==> src/rtl/core/fptw_pkg.sv <==
// -----------------------------------------------------------------------------
// fptw_pkg
// Types, codes and helpers shared by the page table walker modules.
// -----------------------------------------------------------------------------
package fptw_pkg;

    localparam int QUEUE_DEPTH_DEFAULT = 2;

    localparam int VA_W    = 48;
    localparam int PA_W    = 52;
    localparam int ENTRY_W = 64;
    localparam int FRAME_W = 40;  // address bits 51..12
    localparam int INDEX_W = 9;
    localparam int OFFS_W  = 30;  // largest page offset

    localparam int BIT_PRESENT = 0;
    localparam int BIT_LARGE   = 7;

    localparam logic [1:0] LVL_TOP  = 2'd3;
    localparam logic [1:0] LVL_1G   = 2'd2;
    localparam logic [1:0] LVL_2M   = 2'd1;
    localparam logic [1:0] LVL_LEAF = 2'd0;

    localparam logic REQ_TRANSLATE = 1'b0;
    localparam logic REQ_ENTRY     = 1'b1;

    localparam logic KIND_READ = 1'b0;
    localparam logic KIND_DONE = 1'b1;

    localparam logic [1:0] PS_4K = 2'd0;
    localparam logic [1:0] PS_2M = 2'd1;
    localparam logic [1:0] PS_1G = 2'd2;

    typedef enum logic [2:0] {
        OP_READ,
        OP_FAULT,
        OP_LEAF_4K,
        OP_LEAF_2M,
        OP_LEAF_1G
    } fptw_op_t;

    typedef struct packed {
        fptw_op_t               op;
        logic [FRAME_W-1:0]     frame;
        logic [INDEX_W-1:0]     index;
        logic [OFFS_W-1:0]      offset;
    } fptw_cmd_t;

    function automatic logic [INDEX_W-1:0] index_of(input logic [VA_W-1:0] va,
                                                    input logic [1:0] lvl);
        logic [INDEX_W-1:0] ix;
        unique case (lvl)
            LVL_TOP:  ix = va[39 +: INDEX_W];
            LVL_1G:   ix = va[30 +: INDEX_W];
            LVL_2M:   ix = va[21 +: INDEX_W];
            default:  ix = va[12 +: INDEX_W];
        endcase
        return ix;
    endfunction

endpackage

==> src/rtl/core/fptw_front.sv <==
// -----------------------------------------------------------------------------
// fptw_front
// Accepts beats, tracks walk state and classifies each beat of a walk into a command.
// -----------------------------------------------------------------------------
module fptw_front
    import fptw_pkg::*;
(
    input  logic                aclk,
    input  logic                aresetn,
    input  logic                accept,
    input  logic                req_type,
    input  logic [VA_W-1:0]     virtual_address,
    input  logic [ENTRY_W-1:0]  table_entry,
    input  logic                read_error,
    input  logic [PA_W-1:0]     root_table_address,
    output logic                push,
    output fptw_cmd_t           cmd
);

    logic            busy_reg, busy_next;
    logic [1:0]      level_reg, level_next;
    logic [VA_W-1:0] hva_reg, hva_next;
    logic [1:0]      level_dec;

    assign level_dec = level_reg - 2'd1;

    always_comb begin
        busy_next  = busy_reg;
        level_next = level_reg;
        hva_next   = hva_reg;
        push       = 1'b0;
        cmd.op     = OP_READ;
        cmd.frame  = table_entry[12 +: FRAME_W];
        cmd.index  = index_of(hva_reg, level_dec);
        cmd.offset = hva_reg[OFFS_W-1:0];
        if (accept) begin
            if (req_type == REQ_TRANSLATE) begin
                if (!busy_reg) begin
                    busy_next  = 1'b1;
                    level_next = LVL_TOP;
                    hva_next   = virtual_address;
                    push       = 1'b1;
                    cmd.frame  = root_table_address[12 +: FRAME_W];
                    cmd.index  = index_of(virtual_address, LVL_TOP);
                end
            end else if (busy_reg) begin
                push = 1'b1;
                priority if (read_error || !table_entry[BIT_PRESENT]) begin
                    cmd.op = OP_FAULT;
                end else if (level_reg == LVL_1G && table_entry[BIT_LARGE]) begin
                    cmd.op = OP_LEAF_1G;
                end else if (level_reg == LVL_2M && table_entry[BIT_LARGE]) begin
                    cmd.op = OP_LEAF_2M;
                end else if (level_reg == LVL_LEAF) begin
                    cmd.op = OP_LEAF_4K;
                end else begin
                    cmd.op = OP_READ;
                end
                if (cmd.op == OP_READ) begin
                    level_next = level_dec;
                end else begin
                    busy_next  = 1'b0;
                    level_next = LVL_LEAF;
                end
            end
        end
    end

    always_ff @(posedge aclk) begin
        if (!aresetn) begin
            busy_reg  <= 1'b0;
            level_reg <= LVL_LEAF;
            hva_reg   <= '0;
        end else begin
            busy_reg  <= busy_next;
            level_reg <= level_next;
            hva_reg   <= hva_next;
        end
    end

endmodule

==> src/rtl/core/fptw_queue.sv <==
// -----------------------------------------------------------------------------
// fptw_queue
// Short command queue between front and back.
// -----------------------------------------------------------------------------
module fptw_queue
    import fptw_pkg::*;
#(
    parameter int DEPTH = QUEUE_DEPTH_DEFAULT
) (
    input  logic      aclk,
    input  logic      aresetn,
    input  logic      push,
    input  fptw_cmd_t push_cmd,
    input  logic      pop,
    output logic      full,
    output logic      not_empty,
    output fptw_cmd_t head_cmd
);

    localparam int PTR_W = (DEPTH > 1) ? $clog2(DEPTH) : 1;
    localparam int CNT_W = $clog2(DEPTH + 1);
    localparam logic [PTR_W-1:0] LAST = PTR_W'(DEPTH - 1);

    fptw_cmd_t        mem_reg [DEPTH];
    logic [PTR_W-1:0] wr_reg, wr_next;
    logic [PTR_W-1:0] rd_reg, rd_next;
    logic [CNT_W-1:0] cnt_reg, cnt_next;
    logic             do_push, do_pop;

    assign full      = (cnt_reg == CNT_W'(DEPTH));
    assign not_empty = (cnt_reg != '0);
    assign head_cmd  = mem_reg[rd_reg];
    assign do_push   = push && !full;
    assign do_pop    = pop && not_empty;

    always_comb begin
        wr_next  = wr_reg;
        rd_next  = rd_reg;
        cnt_next = cnt_reg;
        if (do_push) begin
            wr_next = (wr_reg == LAST) ? '0 : wr_reg + PTR_W'(1);
        end
        if (do_pop) begin
            rd_next = (rd_reg == LAST) ? '0 : rd_reg + PTR_W'(1);
        end
        if (do_push && !do_pop) begin
            cnt_next = cnt_reg + CNT_W'(1);
        end else if (do_pop && !do_push) begin
            cnt_next = cnt_reg - CNT_W'(1);
        end
    end

    always_ff @(posedge aclk) begin
        if (!aresetn) begin
            wr_reg  <= '0;
            rd_reg  <= '0;
            cnt_reg <= '0;
        end else begin
            wr_reg  <= wr_next;
            rd_reg  <= rd_next;
            cnt_reg <= cnt_next;
        end
    end

    always_ff @(posedge aclk) begin
        if (do_push) begin
            mem_reg[wr_reg] <= push_cmd;
        end
    end

endmodule

==> src/rtl/core/fptw_back.sv <==
// -----------------------------------------------------------------------------
// fptw_back
// Turns queued commands into result beats held in an output register.
// -----------------------------------------------------------------------------
module fptw_back
    import fptw_pkg::*;
(
    input  logic            aclk,
    input  logic            aresetn,
    input  logic            cmd_valid,
    input  fptw_cmd_t       cmd,
    output logic            pop,
    output logic            m_valid,
    input  logic            m_ready,
    output logic            m_result_kind,
    output logic [PA_W-1:0] m_read_address,
    output logic [PA_W-1:0] m_physical_address,
    output logic            m_fault,
    output logic [1:0]      m_page_size
);

    logic            valid_reg, valid_next;
    logic            kind_reg, kind_next;
    logic [PA_W-1:0] raddr_reg, raddr_next;
    logic [PA_W-1:0] paddr_reg, paddr_next;
    logic            fault_reg, fault_next;
    logic [1:0]      psize_reg, psize_next;

    assign pop = cmd_valid && (!valid_reg || m_ready);

    always_comb begin
        kind_next  = KIND_DONE;
        raddr_next = '0;
        paddr_next = '0;
        fault_next = 1'b0;
        psize_next = PS_4K;
        unique case (cmd.op)
            OP_READ: begin
                kind_next  = KIND_READ;
                raddr_next = {cmd.frame, cmd.index, 3'b000};
            end
            OP_FAULT: begin
                fault_next = 1'b1;
            end
            OP_LEAF_4K: begin
                paddr_next = {cmd.frame, cmd.offset[11:0]};
            end
            OP_LEAF_2M: begin
                paddr_next = {cmd.frame[FRAME_W-1:9], cmd.offset[20:0]};
                psize_next = PS_2M;
            end
            OP_LEAF_1G: begin
                paddr_next = {cmd.frame[FRAME_W-1:18], cmd.offset[29:0]};
                psize_next = PS_1G;
            end
            default: begin
                fault_next = 1'b1;
            end
        endcase
        valid_next = pop ? 1'b1 : (valid_reg && !m_ready);
    end

    always_ff @(posedge aclk) begin
        if (!aresetn) begin
            valid_reg <= 1'b0;
        end else begin
            valid_reg <= valid_next;
        end
    end

    always_ff @(posedge aclk) begin
        if (pop) begin
            kind_reg  <= kind_next;
            raddr_reg <= raddr_next;
            paddr_reg <= paddr_next;
            fault_reg <= fault_next;
            psize_reg <= psize_next;
        end
    end

    assign m_valid            = valid_reg;
    assign m_result_kind      = kind_reg;
    assign m_read_address     = raddr_reg;
    assign m_physical_address = paddr_reg;
    assign m_fault            = fault_reg;
    assign m_page_size        = psize_reg;

endmodule

==> src/rtl/core/four_level_page_table_walker.sv <==
// -----------------------------------------------------------------------------
// four_level_page_table_walker
// Four-level 48-bit page walk: emits entry reads, returns translations.
// -----------------------------------------------------------------------------
// Input channel s_*: a beat is either a translate request (s_req_type 0,
// s_virtual_address) or a returned table entry (s_req_type 1, s_table_entry,
// s_read_error). Each beat gives at most one result beat on m_*: a read
// request for the next entry (m_result_kind 0, m_read_address) or a finished
// walk (m_result_kind 1, m_physical_address, m_fault, m_page_size).
// Requests during a walk and entries while idle give no result.
// cfg_*: writes root_table_address; write only while the walker is idle.
// Path: the front classifies at once; the command is written into the queue,
// then loaded into the output register that drives m_*.
// Throughput: one beat per cycle;
// the front takes a beat whenever the QUEUE_DEPTH-entry command queue is not
// full, and the queue drains into the output register whenever it is empty
// or m_ready is high.
// Reset: idle, root address zero, queue and output register empty.
// Receiver stall: the result holds; the queue fills and then s_ready drops.
// -----------------------------------------------------------------------------
module four_level_page_table_walker
    import fptw_pkg::*;
#(
    parameter int QUEUE_DEPTH = QUEUE_DEPTH_DEFAULT
) (
    input  logic               aclk,
    input  logic               aresetn,
    input  logic               cfg_valid,
    output logic               cfg_ready,
    input  logic [PA_W-1:0]    cfg_wdata,
    input  logic               s_valid,
    output logic               s_ready,
    input  logic               s_req_type,
    input  logic [VA_W-1:0]    s_virtual_address,
    input  logic [ENTRY_W-1:0] s_table_entry,
    input  logic               s_read_error,
    output logic               m_valid,
    input  logic               m_ready,
    output logic               m_result_kind,
    output logic [PA_W-1:0]    m_read_address,
    output logic [PA_W-1:0]    m_physical_address,
    output logic               m_fault,
    output logic [1:0]         m_page_size
);

    logic [PA_W-1:0] root_reg;
    logic            push, pop, q_full, q_valid;
    fptw_cmd_t       push_cmd, head_cmd;

    assign cfg_ready = 1'b1;
    assign s_ready   = !q_full;

    always_ff @(posedge aclk) begin
        if (!aresetn) begin
            root_reg <= '0;
        end else if (cfg_valid && cfg_ready) begin
            root_reg <= cfg_wdata;
        end
    end

    fptw_front u_front (
        .aclk               (aclk),
        .aresetn            (aresetn),
        .accept             (s_valid && s_ready),
        .req_type           (s_req_type),
        .virtual_address    (s_virtual_address),
        .table_entry        (s_table_entry),
        .read_error         (s_read_error),
        .root_table_address (root_reg),
        .push               (push),
        .cmd                (push_cmd)
    );

    fptw_queue #(
        .DEPTH (QUEUE_DEPTH)
    ) u_queue (
        .aclk      (aclk),
        .aresetn   (aresetn),
        .push      (push),
        .push_cmd  (push_cmd),
        .pop       (pop),
        .full      (q_full),
        .not_empty (q_valid),
        .head_cmd  (head_cmd)
    );

    fptw_back u_back (
        .aclk               (aclk),
        .aresetn            (aresetn),
        .cmd_valid          (q_valid),
        .cmd                (head_cmd),
        .pop                (pop),
        .m_valid            (m_valid),
        .m_ready            (m_ready),
        .m_result_kind      (m_result_kind),
        .m_read_address     (m_read_address),
        .m_physical_address (m_physical_address),
        .m_fault            (m_fault),
        .m_page_size        (m_page_size)
    );

endmodule

==> config.mk <==
export PLATFORM = sky130hd
export DESIGN_NAME = four_level_page_table_walker
export DESIGN_NICKNAME = d
export VERILOG_FILES = /design/src/rtl/core/fptw_pkg.sv /design/src/rtl/core/fptw_front.sv /design/src/rtl/core/fptw_queue.sv /design/src/rtl/core/fptw_back.sv /design/src/rtl/core/four_level_page_table_walker.sv
export SDC_FILE = /design/constraint.sdc
export NUM_CORES = 1
export LEC_CHECK = 0
export BUFFER_PORTS_ARGS = -buffer_cell sky130_fd_sc_hd__buf_2
export CAP_MARGIN = 10
export CORE_MARGIN = 2
export CORE_UTILIZATION = 30
export CTS_CLUSTER_DIAMETER = 50
export DETAILED_ROUTE_END_ITERATION = 8
export HOLD_SLACK_MARGIN = 0.06
export PLACE_DENSITY_LB_ADDON = 0.05
export SLEW_MARGIN = 20
export SYNTH_ARGS = -nofsm -noshare
export SYNTH_HDL_FRONTEND = slang
export SYNTH_SLANG_ARGS = --single-unit
==> constraint.sdc <==
create_clock -name aclk -period 10.53 [get_ports aclk]
set_clock_uncertainty 0.15 [all_clocks]
set_input_delay 0 -clock aclk [delete_from_list [all_inputs] [get_ports aclk]]
set_output_delay 0 -clock aclk [all_outputs]
set_load 0.02 [all_outputs]
Word-level counts from Yosys, hierarchy flattened
Memory sizes are Yosys's and may differ from the RTL's. A register that Yosys moved wholly into a read port is not among the register bits. Cells that the tools add are included. Widths: inputs -> output; s select.

Add/subtract/negate cells: 5. Equality and inequality tests: 11. Reductions and logical operators: 25. Muxes and demuxes: 37. Bitwise logic cells: 2.

Operators by type and width (number): $pmux 52 s3 (1); $mux 49 (2); $mux 52 (1); $pmux 9 s3 (1); $mux 3 (8); $mux 1 (16); $mux 2 (7); $logic_and 1x1->1 (9); $eq 2x2->1 const B (4); $eq 3x2->1 const B (2); $logic_not 1->1 (6); $logic_not 3->1 (2); $reduce_and 3->1 (2); $eq 2x1->1 const B (2); $pmux 2 s2 (1); $reduce_bool 2->1 (2); $reduce_or 4->1 (1); $sub 2x1->2 const B (2); $eq 3x3->1 const B (1); $add 1x1->1 const B (2); $add 2x1->2 const B (1); $logic_not 2->1 (1); $logic_or 1x1->1 (2); $ne 2x1->1 const B (1); other kinds (2) (3).

Memories kept: 1. Output and inout bits: 111. Register bits: 216. Bits in writable memories: 164.

Memories: u_queue.mem_reg (depth 2, width 82, read ports 1, clocked after memory_dff 1, write ports 1, RTL line fptw_queue.sv:24) `fptw_cmd_t mem_reg [DEPTH];`.

Logic depth before layout (Yosys ltp)
Depth after elaboration: 12. Gate-level depth with buffers: 7.

Modules after synthesis
A second synthesis with hierarchy kept.

Cells, all modules: 1094. Area total of the unflattened synthesis: 15617.5 µm².

Modules (own cells, without submodules): fptw_queue (times used 1, sequential area each 5024.8 µm², area each 6149.6 µm², cells each 280); fptw_back (times used 1, sequential area each 3173.0 µm², area each 4379.2 µm², cells each 271); fptw_front (times used 1, sequential area each 1021.0 µm², area each 3075.4 µm², cells each 372); four_level_page_table_walker (times used 1, sequential area each 1041.0 µm², area each 2013.2 µm², cells each 171).

Least setup slack after synthesis
Ideal clock, no wire load.

Kind: register -> register. Start: reg u_front.busy_reg. End: mem u_queue.mem_reg[1][0] (netlist bit), enable pin. Buffers on the path: 0. Data arrival time: 2994 ps. Cell stages (with the launch flop): 5. Slack: 6936 ps. Data required time: 9931 ps. Clock period less this slack: 3594 ps. Path through: dfxtp_1 > inv_1 > ha_1 > nor3_1 > and2_1.

Cells in the longest elaborated chain, start to end: 6. Elaborated cells between the ends (all ways): 7.

RTL lines: from (decl) (RTL line fptw_front.sv:20) `logic busy_reg, busy_next;`; from (signal assigned) (RTL line fptw_front.sv:75) `busy_reg <= busy_next;`; $mux 1 (on tied branches) (RTL line fptw_front.sv:38, fptw_front.sv:46); $mux 1 * (RTL line fptw_front.sv:37) `if (req_type == REQ_TRANSLATE) begin`; $mux 1 * (RTL line fptw_front.sv:36) `if (accept) begin`; $logic_and 1x1->1 * (RTL line fptw_queue.sv:33) `assign do_push = push && !full;`; via u_queue.do_push (RTL line fptw_queue.sv:28) `logic do_push, do_pop;`; $mux 1 * (RTL line fptw_queue.sv:66) `if (do_push) begin`; $mux 1 (implied by the code) * (RTL line fptw_queue.sv:67) `mem_reg[wr_reg] <= push_cmd;`; to (decl) (RTL line fptw_queue.sv:24).

Mark *: on every way through the listed nets, which the timed path passes. The rest lies on a longest branch.

Final worst setup path
Start: in s_valid. End: mem u_queue.mem_reg[1][55] (netlist bit), enable pin.

Cells in the longest elaborated chain, start to end: 5.

RTL lines: from (decl) (RTL line four_level_page_table_walker.sv:31) `input logic s_valid,`; $logic_and 1x1->1 (RTL line four_level_page_table_walker.sv:64) `.accept (s_valid && s_ready),`; $mux 1 (RTL line fptw_front.sv:36); $logic_and 1x1->1 (RTL line fptw_queue.sv:33); via u_queue.do_push (RTL line fptw_queue.sv:28); $mux 1 (RTL line fptw_queue.sv:66); $mux 1 (implied by the code) (RTL line fptw_queue.sv:67).

The timed path passes the listed nets, and every way through them passes these cells.

==> impl_summary.txt <==
----------------------------------------------------
[Power and ir drop]
  Pwr dens ... approximately 240 nW/um2
  Maximum resistive drop on vdd ... ~0.00013 V
  PnR Total Power ... between 0.005 and 0.006 W
  Standby leakage power ... a little under 8 nW

[Placement]
  Count of buffers inserted at the top-level ports ... 243
  DP Area ... roughly 16000 um2
  Post-placement worst setup slack ... between 6 and 7 ns
  Sum of net half-perimeters after detailed placement ... approximately 24 mm
  GP Congestion ... between 0.7 and 0.8

[Die]
  Total number of placement rows ... 80
  I/O pins ... between 200 and 300
  Die outline height ... roughly 220 um
  Floorplan Core Area ... 47700 um2
  Horizontal die dimension ... 224 um
  Die outline area ... around 50000 um2
  Initial core utilization ... 0.304

[Global route]
  Vias in the first global route ... between 10000 and 15000
  Largest net degree at the start of global routing ... 63
  Initial antenna violation count ... 0
  All-layer global routing usage ... 0.169
  Grt total ovfl ... 0
  Global-route wire length before repair ... 63.8 mm

[Critical path]
  CP top delay family ... buffers and inverters
  Highest net fanout along the worst path ... between 60 and 70
  Critical Path End Type ... flip-flop
  Max stage delay on crit path ... between 0.8 and 0.9 ns
  Nature of the critical path startpoint ... primary input
  Buffers & Inverters on Critical Path ... 6
  Critical path arrival ... 4.26 ns
  Worst path most repeated cell ... buf_4
  Register-to-Register Path Depth ... 5
  Reg-to-reg endpoint ... u_back.m_physical_address[3]$_DFFE_PP_
  Max stage delay cell, worst path ... buf_4
  List of cells traversed by the critical path ... dlygate4sd3_1, buf_2, buf_4, clkinv_1, buf_4, nor3_1, and2_4, buf_4
  Data required, critical path ... ~11 ns
  FF-to-FF setup slack ... a little under 7 ns
  Kind of critical path ... primary input to flip-flop

[Job]
  Count of maximum capacitance violations ... 0

[Logic synthesis]
  Count of yosys warnings during synthesis ... 0
  Dominant synthesized flop cell ... edfxtp_1
  Fraction of the yosys area taken by sequential cells ... 0.690
  #FFs+latches synth ... about 370
  Biggest area contributors in the synthesized netlist ... edfxtp_1 (56%), dfxtp_1 (13%), mux2i_1 (8.9%), mux2_2 (3.8%), a21oi_1 (3.0%)
  Count of flip-flops with a built-in enable after synthesis ... approximately 270
  Biggest area consumer among synthesized cells ... edfxtp_1
  FFs w/ async S/R, synth ... 0
  Mean post-synth cell area ... 14.3 um2
  Number of cells produced by synthesis ... 1016
  Fraction of synthesized cell area taken by the top area cell type ... 0.556
  Count of distinct cell types in the synthesized netlist ... between 40 and 50
  Netlist area before placement ... between 10000 and 15000 um2

[Cells and area]
  Finished layout cell area ... 21000 um2
  Layout Area Growth over Synthesis ... 44.7%
  Final core utilization ... 0.440
  Share of cells above drive strength 1 ... 0.259
  Diodes inserted ... 0
  Most common cell after layout, fill and taps aside ... dlygate4sd3_1
  Final net count ... 1723
  Most frequent cells in the layout ... dlygate4sd3_1 (304), edfxtp_1 (269), buf_2 (243)
  Largest register FFs ... 164

[Run status]
  Status ... completed

[Detailed routing]
  Remaining antenna violation count ... 0
  Vias after detailed routing ... between 10000 and 15000
  Remaining DRCs ... 0
  Length of the first detailed-routing pass in iterations ... 6
  Average via count per standard cell ... 4.71
  Wire length reported by the detailed router ... between 40 and 50 mm
  Count of routing violations after the opening detailed-route iteration ... around 530
  Routed length per placed instance ... a little under 20 um

[Min path]
  Kind of path behind the tightest hold check ... primary input to flip-flop
  Hold Path Sink ... u_queue.mem_reg[1][64]$_DFFE_PP_
  Hold_sp ... s_table_entry[37]
  Number of cells traversed by the worst hold path ... 3

[STA]
  Maximum clock frequency ... 237 MHz
  Crit share post-route ... 0.401
  Slew at the pin with the worst max-slew slack ... about 1.1 ns
  Minimum setup slack in the final design ... between 6 and 7 ns
  Final Hold Viols ... 0
  Setup violators final ... 0
  Shortest clock period the worst path allows after layout ... 4.22 ns
  Unrepaired setup endpoints after global routing ... false
  Sum of negative setup slack ... 0 ns
  Worst slew margin relative to its limit ... 0.299
  Number of max-slew violations in the final report ... 0

[Clocking]
  H-tree levels ... 2
  Buffers inserted by post-CTS timing repair ... 0
  Maximum clock insertion buffer count ... 3
  Cts bufs inserted ... approximately 50
  Clock root buffer master ... clkbuf_16
  Clock net sink count ... 366
  Clock latency at the later pin of the worst-skew pair ... 0.57 ns
  Number of gates resized after CTS ... 0
  Clock Pin Slew Worst Setup and Hold Paths ... 0.05 ns
  Hold-fix buffers at CTS ... slightly above 300
  Clock tree from TritonCTS ... done

----------------------------------------------------
## Yosys cell counts, drive strengths merged (2+ instances only)
cell,count
a21oi,87
a222oi,9
a311oi,2
a31oi,4
buf,33
clkbuf,53
conb,2
dfxtp,97
edfxtp,269
ha,8
inv,22
mux2,59
mux2i,129
nand2,2
nand4,50
nor2,93
nor2b,3
nor3,5
nor3b,3
o21ai,4
o22ai,18
o31ai,49
or3,2
xor2,2
## area by class of cell
cell class                 instances  area [um2]
fill                            4417       26700
clock inverter                    34         374
inverter                          23        96.3
tap                              615         769
timing repair buffer             561        4360
multi-input combinational        543        4070
clock buffer                      58        1310
sequential                       366       10000
## worst register-to-register path, cell delays in order (launching register included)
cell and delay [ns]:
dfxtp_4 0.77, buf_4 0.93, nor3b_1 0.76, o21bai_4 0.28
buf_4 0.38, a21oi_1 0.29
## per-layer routing
layer  vias to the layer above  track usage  share of wire
li1                       4945            -              -
met1                      5070        0.213           0.43
met2                       285        0.293           0.50
met3                        66       0.0357          0.051
met4                         0       0.0497          0.023
met5                         -            0              0
## power by group
| part | leakage (nW) | switching (W) | internal [W] | total (W) |
|---|---|---|---|---|
| logic | 3.76 | 0.000844 | 0.000461 | 0.00130 |
| clock network | 0.831 | 0.000645 | 0.00107 | 0.00171 |
| registers | 3.35 | 0.000120 | 0.00193 | 0.00205 |
## worst max-delay path by stage
stage               cells past startpoint                          endpoint  slack [ns]                           from
floorplan                               4   u_queue.mem_reg[1][0]$_DFFE_PP_        6.94  u_front.busy_reg$_SDFFE_PN0N_
global placement                        7  u_queue.mem_reg[1][53]$_DFFE_PP_        6.23                        s_valid
detailed placement                      7  u_queue.mem_reg[1][53]$_DFFE_PP_        6.23                        s_valid
CTS                                     8  u_queue.mem_reg[1][53]$_DFFE_PP_        6.32                        s_valid
global route                            8  u_queue.mem_reg[1][55]$_DFFE_PP_        6.03                        s_valid
finish                                  8  u_queue.mem_reg[1][55]$_DFFE_PP_        6.31                        s_valid
## per-stage QoR
step                      instances  hold slack (ns)
final                          2200            0.140
after global routing           2200            0.129
after CTS                      2200           0.0949
after detailed placement       1804           0.0941
after global placement         1804           0.0858
after floorplan                1018          -0.0399
## cell families after synthesis
kind of cell | Yosys count | synth area share
fa+ha+maj | 8 | 0.00689
mux | 188 | 0.137
simple gates | 165 | 0.0558
other cells | 2 | 0.000517
buf+inv | 109 | 0.0328
xor+xnor | 2 | 0.00121
flops | 366 | 0.690
compound gates | 176 | 0.0754
Note: power is estimated with default switching activity, not from simulation.
